**src/rtl/core/pwm_angle_encoder_decoder_core_defines.svh**
```systemverilog
// ----------------------------------------------------------------------------
// PWM angle decoder assertion macros
// Concurrent assertion wrappers on clock and reset; empty under synthesis.
// ----------------------------------------------------------------------------
`ifndef PWM_ANGLE_ENCODER_DECODER_CORE_DEFINES_SVH
`define PWM_ANGLE_ENCODER_DECODER_CORE_DEFINES_SVH

`ifndef SYNTHESIS
// Same-cycle implication.
`define PAED_ASSERT_NOW(label, ante, cons, msg) \
   label: assert property (@(posedge clock) disable iff (reset) (ante) |-> (cons)) \
      else $error(msg);
// Next-cycle implication.
`define PAED_ASSERT_NEXT(label, ante, cons, msg) \
   label: assert property (@(posedge clock) disable iff (reset) (ante) |=> (cons)) \
      else $error(msg);
`else
`define PAED_ASSERT_NOW(label, ante, cons, msg)
`define PAED_ASSERT_NEXT(label, ante, cons, msg)
`endif

`endif

```
**src/rtl/core/pwm_aed_pkg.sv**
```systemverilog
// ----------------------------------------------------------------------------
// PWM angle decoder package
// Shared widths, constants, register indexes and inter-module types.
// ----------------------------------------------------------------------------
package pwm_aed_pkg;

   localparam int unsigned TIME_W      = 32;
   localparam int unsigned PULSE_W     = 16;
   localparam int unsigned ANGLE_W     = 16;
   localparam int unsigned THR_W       = 15;
   localparam int unsigned CSR_INDEX_W = 2;
   localparam int unsigned CSR_DATA_W  = 16;

   // 360 and 180 degrees in 1/128 degree units
   localparam logic [ANGLE_W-1:0] ANGLE_FULL = 16'd46080;
   localparam logic [ANGLE_W-1:0] ANGLE_HALF = 16'd23040;

   localparam logic [PULSE_W-1:0] MIN_PULSE_RESET = 16'd0;
   localparam logic [PULSE_W-1:0] MAX_PULSE_RESET = 16'd4096;
   localparam logic [THR_W-1:0]   THRESHOLD_RESET = 15'd128;

   localparam logic [CSR_INDEX_W-1:0] CSR_MIN_PULSE = 2'd0;
   localparam logic [CSR_INDEX_W-1:0] CSR_MAX_PULSE = 2'd1;
   localparam logic [CSR_INDEX_W-1:0] CSR_THRESHOLD = 2'd2;

   localparam int unsigned RSP_PULSE_VALID_BIT = 0;
   localparam int unsigned RSP_UPDATED_BIT     = 1;

   localparam int unsigned QUEUE_DEPTH = 4;
   localparam int unsigned QUEUE_PTR_W = 2;
   localparam int unsigned QUEUE_CNT_W = 3;

   typedef struct packed {
      logic               pulse_valid;
      logic [PULSE_W-1:0] width_us;
   } pwm_aed_item_type;

   typedef struct packed {
      logic full;
      logic empty;
   } pwm_aed_queue_status_type;

endpackage

```
**src/rtl/core/pwm_aed_front.sv**
```systemverilog
// ----------------------------------------------------------------------------
// PWM angle decoder front end
// Accepts pin edges, tracks the rising edge and classifies each falling edge.
// ----------------------------------------------------------------------------
module pwm_aed_front
   import pwm_aed_pkg::*;
(
   input  logic                     clock,
   input  logic                     reset,
   input  logic                     req_tvalid,
   output logic                     req_tready,
   input  logic                     req_level,
   input  logic [TIME_W-1:0]        req_time_us,
   input  logic [PULSE_W-1:0]       min_pulse_us,
   input  logic [PULSE_W-1:0]       max_pulse_us,
   input  pwm_aed_queue_status_type queue_status,
   output logic                     push,
   output pwm_aed_item_type         push_item
);

   logic [TIME_W-1:0] rise_time_ff, rise_time_in;
   logic              rise_seen_ff, rise_seen_in;
   logic [TIME_W-1:0] width_full;
   logic              in_range;

   assign req_tready = !queue_status.full;
   assign push       = req_tvalid && req_tready;

   // wrapped difference handles timestamp roll-over
   assign width_full = req_time_us - rise_time_ff;
   assign in_range   = (width_full > TIME_W'(min_pulse_us)) &&
                       (width_full < TIME_W'(max_pulse_us));

   assign push_item.pulse_valid = !req_level && rise_seen_ff && in_range;
   assign push_item.width_us    = width_full[PULSE_W-1:0];

   assign rise_seen_in = (push && req_level) ? 1'b1 : rise_seen_ff;
   assign rise_time_in = (push && req_level) ? req_time_us : rise_time_ff;

   always_ff @(posedge clock) begin
      if (reset) begin
         rise_seen_ff <= 1'b0;
      end else begin
         rise_seen_ff <= rise_seen_in;
      end
   end

   always_ff @(posedge clock) begin
      rise_time_ff <= rise_time_in;
   end

endmodule

```
**src/rtl/core/pwm_aed_fifo.sv**
```systemverilog
// ----------------------------------------------------------------------------
// PWM angle decoder queue
// Short first-in first-out buffer between front and back end.
// ----------------------------------------------------------------------------
module pwm_aed_fifo
   import pwm_aed_pkg::*;
(
   input  logic                     clock,
   input  logic                     reset,
   input  logic                     push,
   input  pwm_aed_item_type         push_item,
   input  logic                     pop,
   output pwm_aed_item_type         head_item,
   output pwm_aed_queue_status_type status
);

   pwm_aed_item_type       mem_ff [QUEUE_DEPTH];
   logic [QUEUE_PTR_W-1:0] wr_ptr_ff, wr_ptr_in;
   logic [QUEUE_PTR_W-1:0] rd_ptr_ff, rd_ptr_in;
   logic [QUEUE_CNT_W-1:0] count_ff, count_in;

   assign wr_ptr_in = push ? wr_ptr_ff + 1'b1 : wr_ptr_ff;
   assign rd_ptr_in = pop  ? rd_ptr_ff + 1'b1 : rd_ptr_ff;

   always_comb begin
      unique case ({push, pop})
         2'b10:   count_in = count_ff + 1'b1;
         2'b01:   count_in = count_ff - 1'b1;
         default: count_in = count_ff;
      endcase
   end

   always_ff @(posedge clock) begin
      if (reset) begin
         wr_ptr_ff <= '0;
         rd_ptr_ff <= '0;
         count_ff  <= '0;
      end else begin
         wr_ptr_ff <= wr_ptr_in;
         rd_ptr_ff <= rd_ptr_in;
         count_ff  <= count_in;
      end
   end

   always_ff @(posedge clock) begin
      if (push) begin
         mem_ff[wr_ptr_ff] <= push_item;
      end
   end

   assign head_item    = mem_ff[rd_ptr_ff];
   assign status.full  = (count_ff == QUEUE_CNT_W'(QUEUE_DEPTH));
   assign status.empty = (count_ff == '0);

endmodule

```
**src/rtl/core/pwm_aed_back.sv**
```systemverilog
// ----------------------------------------------------------------------------
// PWM angle decoder back end
// Scales width to angle, applies the circular threshold and drives results.
// ----------------------------------------------------------------------------
module pwm_aed_back
   import pwm_aed_pkg::*;
#(
   parameter int unsigned FULL_SCALE_US = 3933
) (
   input  logic                 clock,
   input  logic                 reset,
   input  pwm_aed_item_type     head_item,
   input  logic                 head_valid,
   output logic                 pop,
   input  logic [THR_W-1:0]     angle_threshold,
   output logic                 rsp_tvalid,
   input  logic                 rsp_tready,
   output logic [31:0]          rsp_tdata,
   output logic [1:0]           rsp_tuser
);

   localparam logic [PULSE_W-1:0] FULL_SCALE = PULSE_W'(FULL_SCALE_US);
   // floor(2^32 / full scale); estimate is then exact or one low
   localparam longint unsigned RECIP_VAL = (64'd1 << 32) / FULL_SCALE_US;
   localparam int unsigned     RECIP_W   = $clog2(RECIP_VAL + 1);
   localparam logic [RECIP_W-1:0] RECIP  = RECIP_W'(RECIP_VAL);
   localparam int unsigned     PROD_W    = 32 + RECIP_W;

   logic enable;

   // stage 1: width times full angle
   logic               s1_valid_ff;
   logic               s1_pv_ff, s1_sat_ff;
   logic [PULSE_W-1:0] s1_width_ff;
   logic [31:0]        s1_p_ff, s1_p_in;
   // stage 2: reciprocal multiply
   logic               s2_valid_ff;
   logic               s2_pv_ff, s2_sat_ff;
   logic [PULSE_W-1:0] s2_width_ff;
   logic [31:0]        s2_p_ff;
   logic [PROD_W-1:0]  s2_prod_in;
   logic [ANGLE_W-1:0] s2_q_ff;
   // stage 3: back-multiply the estimate
   logic               s3_valid_ff;
   logic               s3_pv_ff, s3_sat_ff;
   logic [PULSE_W-1:0] s3_width_ff;
   logic [31:0]        s3_p_ff;
   logic [ANGLE_W-1:0] s3_q_ff;
   logic [31:0]        s3_qd_ff, s3_qd_in;
   // stage 4: correct and saturate
   logic               s4_valid_ff;
   logic               s4_pv_ff;
   logic [PULSE_W-1:0] s4_width_ff;
   logic [ANGLE_W-1:0] s4_angle_ff, s4_angle_in;
   logic [31:0]        remainder;
   // result stage
   logic               rsp_valid_ff;
   logic [1:0]         rsp_flags_ff, rsp_flags_in;
   logic [ANGLE_W-1:0] held_angle_ff, held_angle_in;
   logic [PULSE_W-1:0] held_width_ff, held_width_in;
   logic [ANGLE_W-1:0] diff, circ_dist;
   logic               do_update;

   // whole pipe advances unless the result is stalled
   assign enable = !rsp_valid_ff || rsp_tready;
   assign pop    = enable && head_valid;

   assign s1_p_in    = 32'(head_item.width_us) * 32'(ANGLE_FULL);
   assign s2_prod_in = PROD_W'(s1_p_ff) * PROD_W'(RECIP);
   assign s3_qd_in   = 32'(s2_q_ff) * 32'(FULL_SCALE);
   assign remainder  = s3_p_ff - s3_qd_ff;

   always_comb begin
      if (s3_sat_ff) begin
         s4_angle_in = ANGLE_FULL;
      end else if (remainder >= 32'(FULL_SCALE)) begin
         s4_angle_in = s3_q_ff + 1'b1;
      end else begin
         s4_angle_in = s3_q_ff;
      end
   end

   // circular distance from the held angle
   assign diff = (s4_angle_ff >= held_angle_ff) ? s4_angle_ff - held_angle_ff
                                                : held_angle_ff - s4_angle_ff;
   assign circ_dist = (diff > ANGLE_HALF) ? ANGLE_FULL - diff : diff;
   assign do_update = s4_pv_ff && (circ_dist >= ANGLE_W'(angle_threshold));

   assign held_angle_in = do_update ? s4_angle_ff : held_angle_ff;
   assign held_width_in = do_update ? s4_width_ff : held_width_ff;

   always_comb begin
      rsp_flags_in                      = '0;
      rsp_flags_in[RSP_PULSE_VALID_BIT] = s4_pv_ff;
      rsp_flags_in[RSP_UPDATED_BIT]     = do_update;
   end

   always_ff @(posedge clock) begin
      if (reset) begin
         s1_valid_ff   <= 1'b0;
         s2_valid_ff   <= 1'b0;
         s3_valid_ff   <= 1'b0;
         s4_valid_ff   <= 1'b0;
         rsp_valid_ff  <= 1'b0;
         held_angle_ff <= '0;
         held_width_ff <= '0;
      end else if (enable) begin
         s1_valid_ff  <= head_valid;
         s2_valid_ff  <= s1_valid_ff;
         s3_valid_ff  <= s2_valid_ff;
         s4_valid_ff  <= s3_valid_ff;
         rsp_valid_ff <= s4_valid_ff;
         if (s4_valid_ff) begin
            held_angle_ff <= held_angle_in;
            held_width_ff <= held_width_in;
         end
      end
   end

   always_ff @(posedge clock) begin
      if (enable) begin
         s1_pv_ff     <= head_item.pulse_valid;
         s1_sat_ff    <= (head_item.width_us >= FULL_SCALE);
         s1_width_ff  <= head_item.width_us;
         s1_p_ff      <= s1_p_in;

         s2_pv_ff     <= s1_pv_ff;
         s2_sat_ff    <= s1_sat_ff;
         s2_width_ff  <= s1_width_ff;
         s2_p_ff      <= s1_p_ff;
         s2_q_ff      <= s2_prod_in[32 +: ANGLE_W];

         s3_pv_ff     <= s2_pv_ff;
         s3_sat_ff    <= s2_sat_ff;
         s3_width_ff  <= s2_width_ff;
         s3_p_ff      <= s2_p_ff;
         s3_q_ff      <= s2_q_ff;
         s3_qd_ff     <= s3_qd_in;

         s4_pv_ff     <= s3_pv_ff;
         s4_width_ff  <= s3_width_ff;
         s4_angle_ff  <= s4_angle_in;

         rsp_flags_ff <= rsp_flags_in;
      end
   end

   assign rsp_tvalid = rsp_valid_ff;
   assign rsp_tdata  = {held_width_ff, held_angle_ff};
   assign rsp_tuser  = rsp_flags_ff;

endmodule

```
**src/rtl/core/pwm_angle_encoder_decoder_core.sv**
```systemverilog
// ----------------------------------------------------------------------------
// PWM angle decoder core
// Turns pin edges of a PWM absolute encoder into a latched angle and width.
// ----------------------------------------------------------------------------
// Feed one transfer per pin edge: tuser carries the level after the edge and
// tdata the free-running microsecond timestamp. Every edge returns exactly
// one result transfer, in order, carrying the held angle (1/128 degree,
// 46080 = 360 degrees) and its pulse width, plus flags for an accepted pulse
// and for a new latch. The block takes one edge per clock and delivers one
// result per clock when neither side stalls. An accepted edge passes through
// the queue, the four-stage constant-divide scaling pipe (width times 46080,
// reciprocal multiply, back-multiply, correction) and the result register.
// A four-entry queue between the edge classifier and the scaling pipe lets
// input keep flowing until it fills while the result side is held off.
// Write the limit and threshold registers only while no edge is in flight.
// ----------------------------------------------------------------------------
`include "pwm_angle_encoder_decoder_core_defines.svh"

module pwm_angle_encoder_decoder_core
   import pwm_aed_pkg::*;
#(
   parameter int unsigned FULL_SCALE_US = 3933
) (
   input  logic                   clock,
   input  logic                   reset,
   // edge input
   input  logic                   req_tvalid,
   output logic                   req_tready,
   input  logic [TIME_W-1:0]      req_tdata,   // [31:0] time_us
   input  logic                   req_tuser,   // [0] level
   // result output
   output logic                   rsp_tvalid,
   input  logic                   rsp_tready,
   output logic [31:0]            rsp_tdata,   // [15:0] angle, [31:16] width_us
   output logic [1:0]             rsp_tuser,   // [0] pulse_valid, [1] updated
   // register writes
   input  logic                   csr_valid,
   output logic                   csr_ready,
   input  logic [CSR_INDEX_W-1:0] csr_index,
   input  logic [CSR_DATA_W-1:0]  csr_data
);

   logic [PULSE_W-1:0] min_pulse_ff, min_pulse_in;
   logic [PULSE_W-1:0] max_pulse_ff, max_pulse_in;
   logic [THR_W-1:0]   threshold_ff, threshold_in;
   logic               csr_write;

   pwm_aed_queue_status_type queue_status;
   pwm_aed_item_type         push_item;
   pwm_aed_item_type         head_item;
   logic                     push;
   logic                     pop;

   // Registers: always ready, a write to an unused index is dropped.
   assign csr_ready = 1'b1;
   assign csr_write = csr_valid && csr_ready;

   always_comb begin
      min_pulse_in = min_pulse_ff;
      max_pulse_in = max_pulse_ff;
      threshold_in = threshold_ff;
      if (csr_write) begin
         unique case (csr_index)
            CSR_MIN_PULSE: min_pulse_in = csr_data;
            CSR_MAX_PULSE: max_pulse_in = csr_data;
            CSR_THRESHOLD: threshold_in = csr_data[THR_W-1:0];
            default: ;
         endcase
      end
   end

   always_ff @(posedge clock) begin
      if (reset) begin
         min_pulse_ff <= MIN_PULSE_RESET;
         max_pulse_ff <= MAX_PULSE_RESET;
         threshold_ff <= THRESHOLD_RESET;
      end else begin
         min_pulse_ff <= min_pulse_in;
         max_pulse_ff <= max_pulse_in;
         threshold_ff <= threshold_in;
      end
   end

   // Front end: hold the rising-edge time, measure and range-check widths.
   pwm_aed_front u_front (
      .clock        (clock),
      .reset        (reset),
      .req_tvalid   (req_tvalid),
      .req_tready   (req_tready),
      .req_level    (req_tuser),
      .req_time_us  (req_tdata),
      .min_pulse_us (min_pulse_ff),
      .max_pulse_us (max_pulse_ff),
      .queue_status (queue_status),
      .push         (push),
      .push_item    (push_item)
   );

   // Queue: decouple edge intake from the scaling pipe.
   pwm_aed_fifo u_fifo (
      .clock     (clock),
      .reset     (reset),
      .push      (push),
      .push_item (push_item),
      .pop       (pop),
      .head_item (head_item),
      .status    (queue_status)
   );

   // Back end: scale to angle, apply threshold, latch and drive results.
   pwm_aed_back #(
      .FULL_SCALE_US (FULL_SCALE_US)
   ) u_back (
      .clock           (clock),
      .reset           (reset),
      .head_item       (head_item),
      .head_valid      (!queue_status.empty),
      .pop             (pop),
      .angle_threshold (threshold_ff),
      .rsp_tvalid      (rsp_tvalid),
      .rsp_tready      (rsp_tready),
      .rsp_tdata       (rsp_tdata),
      .rsp_tuser       (rsp_tuser)
   );

   // An accepted edge is in the queue on the next cycle.
   `PAED_ASSERT_NEXT(a_push_fills_queue, req_tvalid && req_tready, !queue_status.empty, "accepted edge missing from queue")

   // A latch only follows an accepted pulse and stays within a full turn.
   `PAED_ASSERT_NOW(a_update_needs_pulse, rsp_tvalid && rsp_tuser[RSP_UPDATED_BIT], rsp_tuser[RSP_PULSE_VALID_BIT] && (rsp_tdata[15:0] <= ANGLE_FULL), "latch without valid pulse")

   // Without a latch the held angle carries over from the previous result.
   `PAED_ASSERT_NOW(a_angle_held, rsp_tvalid && !rsp_tuser[RSP_UPDATED_BIT] && $past(rsp_tvalid), rsp_tdata[15:0] == $past(rsp_tdata[15:0]), "held angle changed without latch")

endmodule
```
**config.mk**
```make
export PLATFORM = sky130hd
export DESIGN_NAME = pwm_angle_encoder_decoder_core
export DESIGN_NICKNAME = d
export VERILOG_FILES = /design/src/rtl/core/pwm_aed_pkg.sv /design/src/rtl/core/pwm_aed_front.sv /design/src/rtl/core/pwm_aed_fifo.sv /design/src/rtl/core/pwm_aed_back.sv /design/src/rtl/core/pwm_angle_encoder_decoder_core.sv
export VERILOG_INCLUDE_DIRS = /design/src /design/src/rtl/core
export SDC_FILE = /design/constraint.sdc
export NUM_CORES = 1
export LEC_CHECK = 0
export ABC_AREA = 1
export BUFFER_PORTS_ARGS = -buffer_cell sky130_fd_sc_hd__clkbuf_2
export CAP_MARGIN = 15
export CORE_MARGIN = 3
export CORE_UTILIZATION = 50
export DETAILED_ROUTE_END_ITERATION = 10
export PLACE_DENSITY = 0.66
export SETUP_SLACK_MARGIN = 0.1
export SKIP_LAST_GASP = 1
export SLEW_MARGIN = 10
export SYNTH_ARGS = -nofsm -noshare
export SYNTH_HDL_FRONTEND = slang
export SYNTH_SLANG_ARGS = --single-unit
```
**constraint.sdc**
```tcl
create_clock -name clock -period 6.1 [get_ports clock]
set_input_delay 0.61 -clock clock [delete_from_list [all_inputs] [get_ports clock]]
set_output_delay 0.61 -clock clock [all_outputs]
set_load 0.03 [all_outputs]
```
==> results.toml <==
[placed_design]
place_area_um2 = 34000
hpwl_mm = 59.6
portBuffers = 91
routabilityCongestion = 0.959
post-place-ws_ps = 476

[hold_path]
worstHoldEndpoint = "u_front.rise_time_ff[0]"
hold_path_startpoint = "req_tdata[0]"
holdPathStages = 1
min_path_type = "primary input to flip-flop"

[critical_path]
crit_buf_inv = 2
crit_chain = "fa_1 -> ha_1 -> ha_1 -> inv_1 -> fa_1 -> fa_1 -> fa_1 -> inv_1 -> ha_1 -> ha_1 -> a21oi_1 -> o21a_1 -> o21ai_0 -> a21boi_0 -> o21bai_1 -> a21boi_0 -> o21ai_0 -> a21oi_1 -> xnor2_1"
crit_type = "flip-flop to flip-flop"
start_kind = "flip-flop"
crit_fanout = 9
crit_family = "adder cells"
crit_path_end_kind = "flip-flop"
critPathRequiredTime_ps = 6420
r2r-end = "u_back.s2_q_ff[7]"
max_stage_delay_ps = 670
crit_arrival_ps = 5970
worst-r2r-setup-slack_ps = 460
r2r-start = "u_back.s1_p_ff[16]"
rr_worst_depth = 19
cp_slowest_cell = "edfxtp_1"

[global_routing]
grt_max_degree = 104
global_route.overflow_total = 0
grt_pass1_vias = 23100
grt_pass1_wl_mm = 121
grt_usage_pct = 22.3
antenna_found_initial = 0

[floorplanning]
die_area_um2 = 68000
core_um2 = 63700
boundaryPins = 93
die_h_um = 261
die_w_um = 261
rows = 92
initial_core_util_pct = 51.0

[final_layout]
layout_commonest_cell = "inv_1"
finalNetCount = 4341
multi_input_area_um2 = 18500
fin_area_um2 = 35500
regArea_um2 = 11100
mostFrequentLayoutCells = "inv_1, nand2_1, ha_1, edfxtp_1, a21oi_1"
drive_gt1_share_pct = 6.94
fill_cells = 5738
syn_to_final_growth_pct = 9.33

[timing]
finalSetupViolCount = 0
hold_viol = 0
finalClockSkew_ps = 17.0
max_freq_ghz = 0.177
setup_tns_ps = 0
min_period_ps = 5640
final_max_slew_viol_count = 0
fin_ws_ps = 458
grt_setup_unrepaired = "false"
final.period_utilization_pct = 92.5
tightest_slew_ps = 923
slew_headroom_pct = 38.4

[route]
routed_via_density = 5.24
num_vias = 23600
firstDrtPassIters = 5
routedWlPerCell_um = 16.6
drtIter0Drc = 1473
routed_wl_mm = 74.6
drcViolationCount = 0
ant_nets = 0

[clock_network]
clock_latency_ps = 580
cts_buffers = 45
path_clk_slew_ps = 60
cts_setup_buffers = 0
htreeDepth = 2
cts-root-buf = "clkbuf_16"
clockBufferDepth = 3
tritoncts = "yes"
clock_sinks = 401

[run]
drv_cap = 0

[yosys]
ys_async_sr_fraction_pct = 0
avgSynthCellArea_um2 = 9.25
syn-cell-area_um2 = 32400
synth-seq-area-share_pct = 34.2
synthCells = 3506
ys_types = 54
synth_nets = 4224
yosysWarnings = 0
synthFlopType = "edfxtp_1"
ys_ff_latch = 401
synth-edff-count = 307

[run_status]
outcome = "completed"
-- Yosys cell counts (4+ instances only) --
master | number | area share [%]
ha_1 | 439 | 17
nor3b_1 | 4 | 0.093
nor4_1 | 9 | 0.17
o21ai_1 | 6 | 0.093
o22ai_1 | 14 | 0.27
o21a_1 | 7 | 0.16
nand2_1 | 556 | 6.4
nor2_2 | 6 | 0.12
xnor2_1 | 53 | 1.4
clkbuf_1 | 33 | 0.38
edfxtp_1 | 307 | 28
a31oi_1 | 12 | 0.23
inv_1 | 666 | 7.7
nand2_2 | 12 | 0.23
o211ai_1 | 10 | 0.23
xor2_1 | 89 | 2.4
a21o_1 | 12 | 0.28
fa_1 | 223 | 14
a21boi_0 | 7 | 0.16
nand3_2 | 5 | 0.15
o21ai_0 | 165 | 2.5
nand3_1 | 95 | 1.5
dfxtp_1 | 94 | 5.8
buf_2 | 10 | 0.15
a21oi_1 | 248 | 3.8
o31ai_1 | 7 | 0.16
nor2_1 | 218 | 2.5
nand4_1 | 83 | 1.6
buf_1 | 4 | 0.046
buf_6 | 6 | 0.21
nor3_1 | 33 | 0.51
nand3b_1 | 8 | 0.19
o21bai_1 | 7 | 0.16
inv_2 | 26 | 0.30
-- cell type report --
class                   count  share of cell area, %
diodes                      1                0.00705
multi-input cells        2358                   52.2
well taps                 846                   2.98
inverters                 692                   7.34
clock buffers              62                   3.55
flip-flops and latches    401                   31.3
repair buffers            125                   2.02
clock inverters            22                  0.617
-- how the worst max path moves through the flow --
| stage | startpoint | end | slack (ps) | cells past startpoint |
|---|---|---|---|---|
| 6_report | u_back.s1_p_ff[16] | u_back.s2_q_ff[7] | 460 | 19 |
| 5_1_grt | u_back.s1_p_ff[17] | u_back.s2_q_ff[7] | 150 | 19 |
| 4_1_cts | u_back.s1_p_ff[16] | u_back.s2_q_ff[7] | 450 | 19 |
| 3_5_place_dp | u_back.s1_p_ff[16] | u_back.s2_q_ff[7] | 480 | 19 |
| 3_3_place_gp | u_back.s4_angle_ff[0] | u_back.held_width_ff[9] | 590 | 45 |
| 2_1_floorplan | rsp_tready | u_back.rsp_tuser[0] | 790 | 2 |
-- cells by family (layout without fill, tap and decap cells) --
logic type / count (synthesis) / count (layout) / synth area share, %
other cells: 1 / 2 / 0.0116
simple gates: 1036 / 1037 / 13.7
compound gates: 516 / 516 / 8.68
flops: 401 / 401 / 34.2
buf+inv: 748 / 901 / 8.85
xor+xnor: 142 / 142 / 3.83
fa+ha+maj: 662 / 662 / 30.7
-- per-stage QoR --
step	utilization [%]	hold WS (ps)	cells
CTS	55.7	189	4505
global route	55.7	195	4506
finish	55.7	220	4507
floorplan	-	400	3506
detailed placement	53.3	405	4421
global placement	53.3	402	4421
-- metal layers --
layer / up-vias / GRT usage [%] / share of wire, %
li1: 11800 / - / -
met1: 11200 / 31.0 / 46
met2: 469 / 36.6 / 47
met3: 119 / 3.12 / 4.3
met4: 0 / 6.29 / 2.9
met5: - / 0 / 0
-- flip-flops by register name, summed over array words and instances (netlist names), 3 cells and up, named ones only --
name / count
u_back.s3_width_ff: 16
u_back.s2_q_ff: 16
u_back.s1_p_ff: 20
u_back.s4_width_ff: 16
min_pulse_ff: 16
u_back.s3_q_ff: 16
u_back.held_width_ff: 16
u_back.held_angle_ff: 16
u_back.s4_angle_ff: 16
u_back.s3_qd_ff: 26
threshold_ff: 15
u_back.s3_p_ff: 20
u_back.s1_width_ff: 16
u_back.s2_width_ff: 16
u_front.rise_time_ff: 32
max_pulse_ff: 16
u_fifo.mem_ff: 68
u_fifo.count_ff: 3
u_back.s2_p_ff: 20
-- timing repair --
item                       CTS  global route
hold buffers                 0             0
gates resized for setup      0             6
setup endpoints to repair    0            33
Power is left out: the tool's default activity adds up to more than one toggle a clock period on the data nets, which glitch-free logic cannot reach.
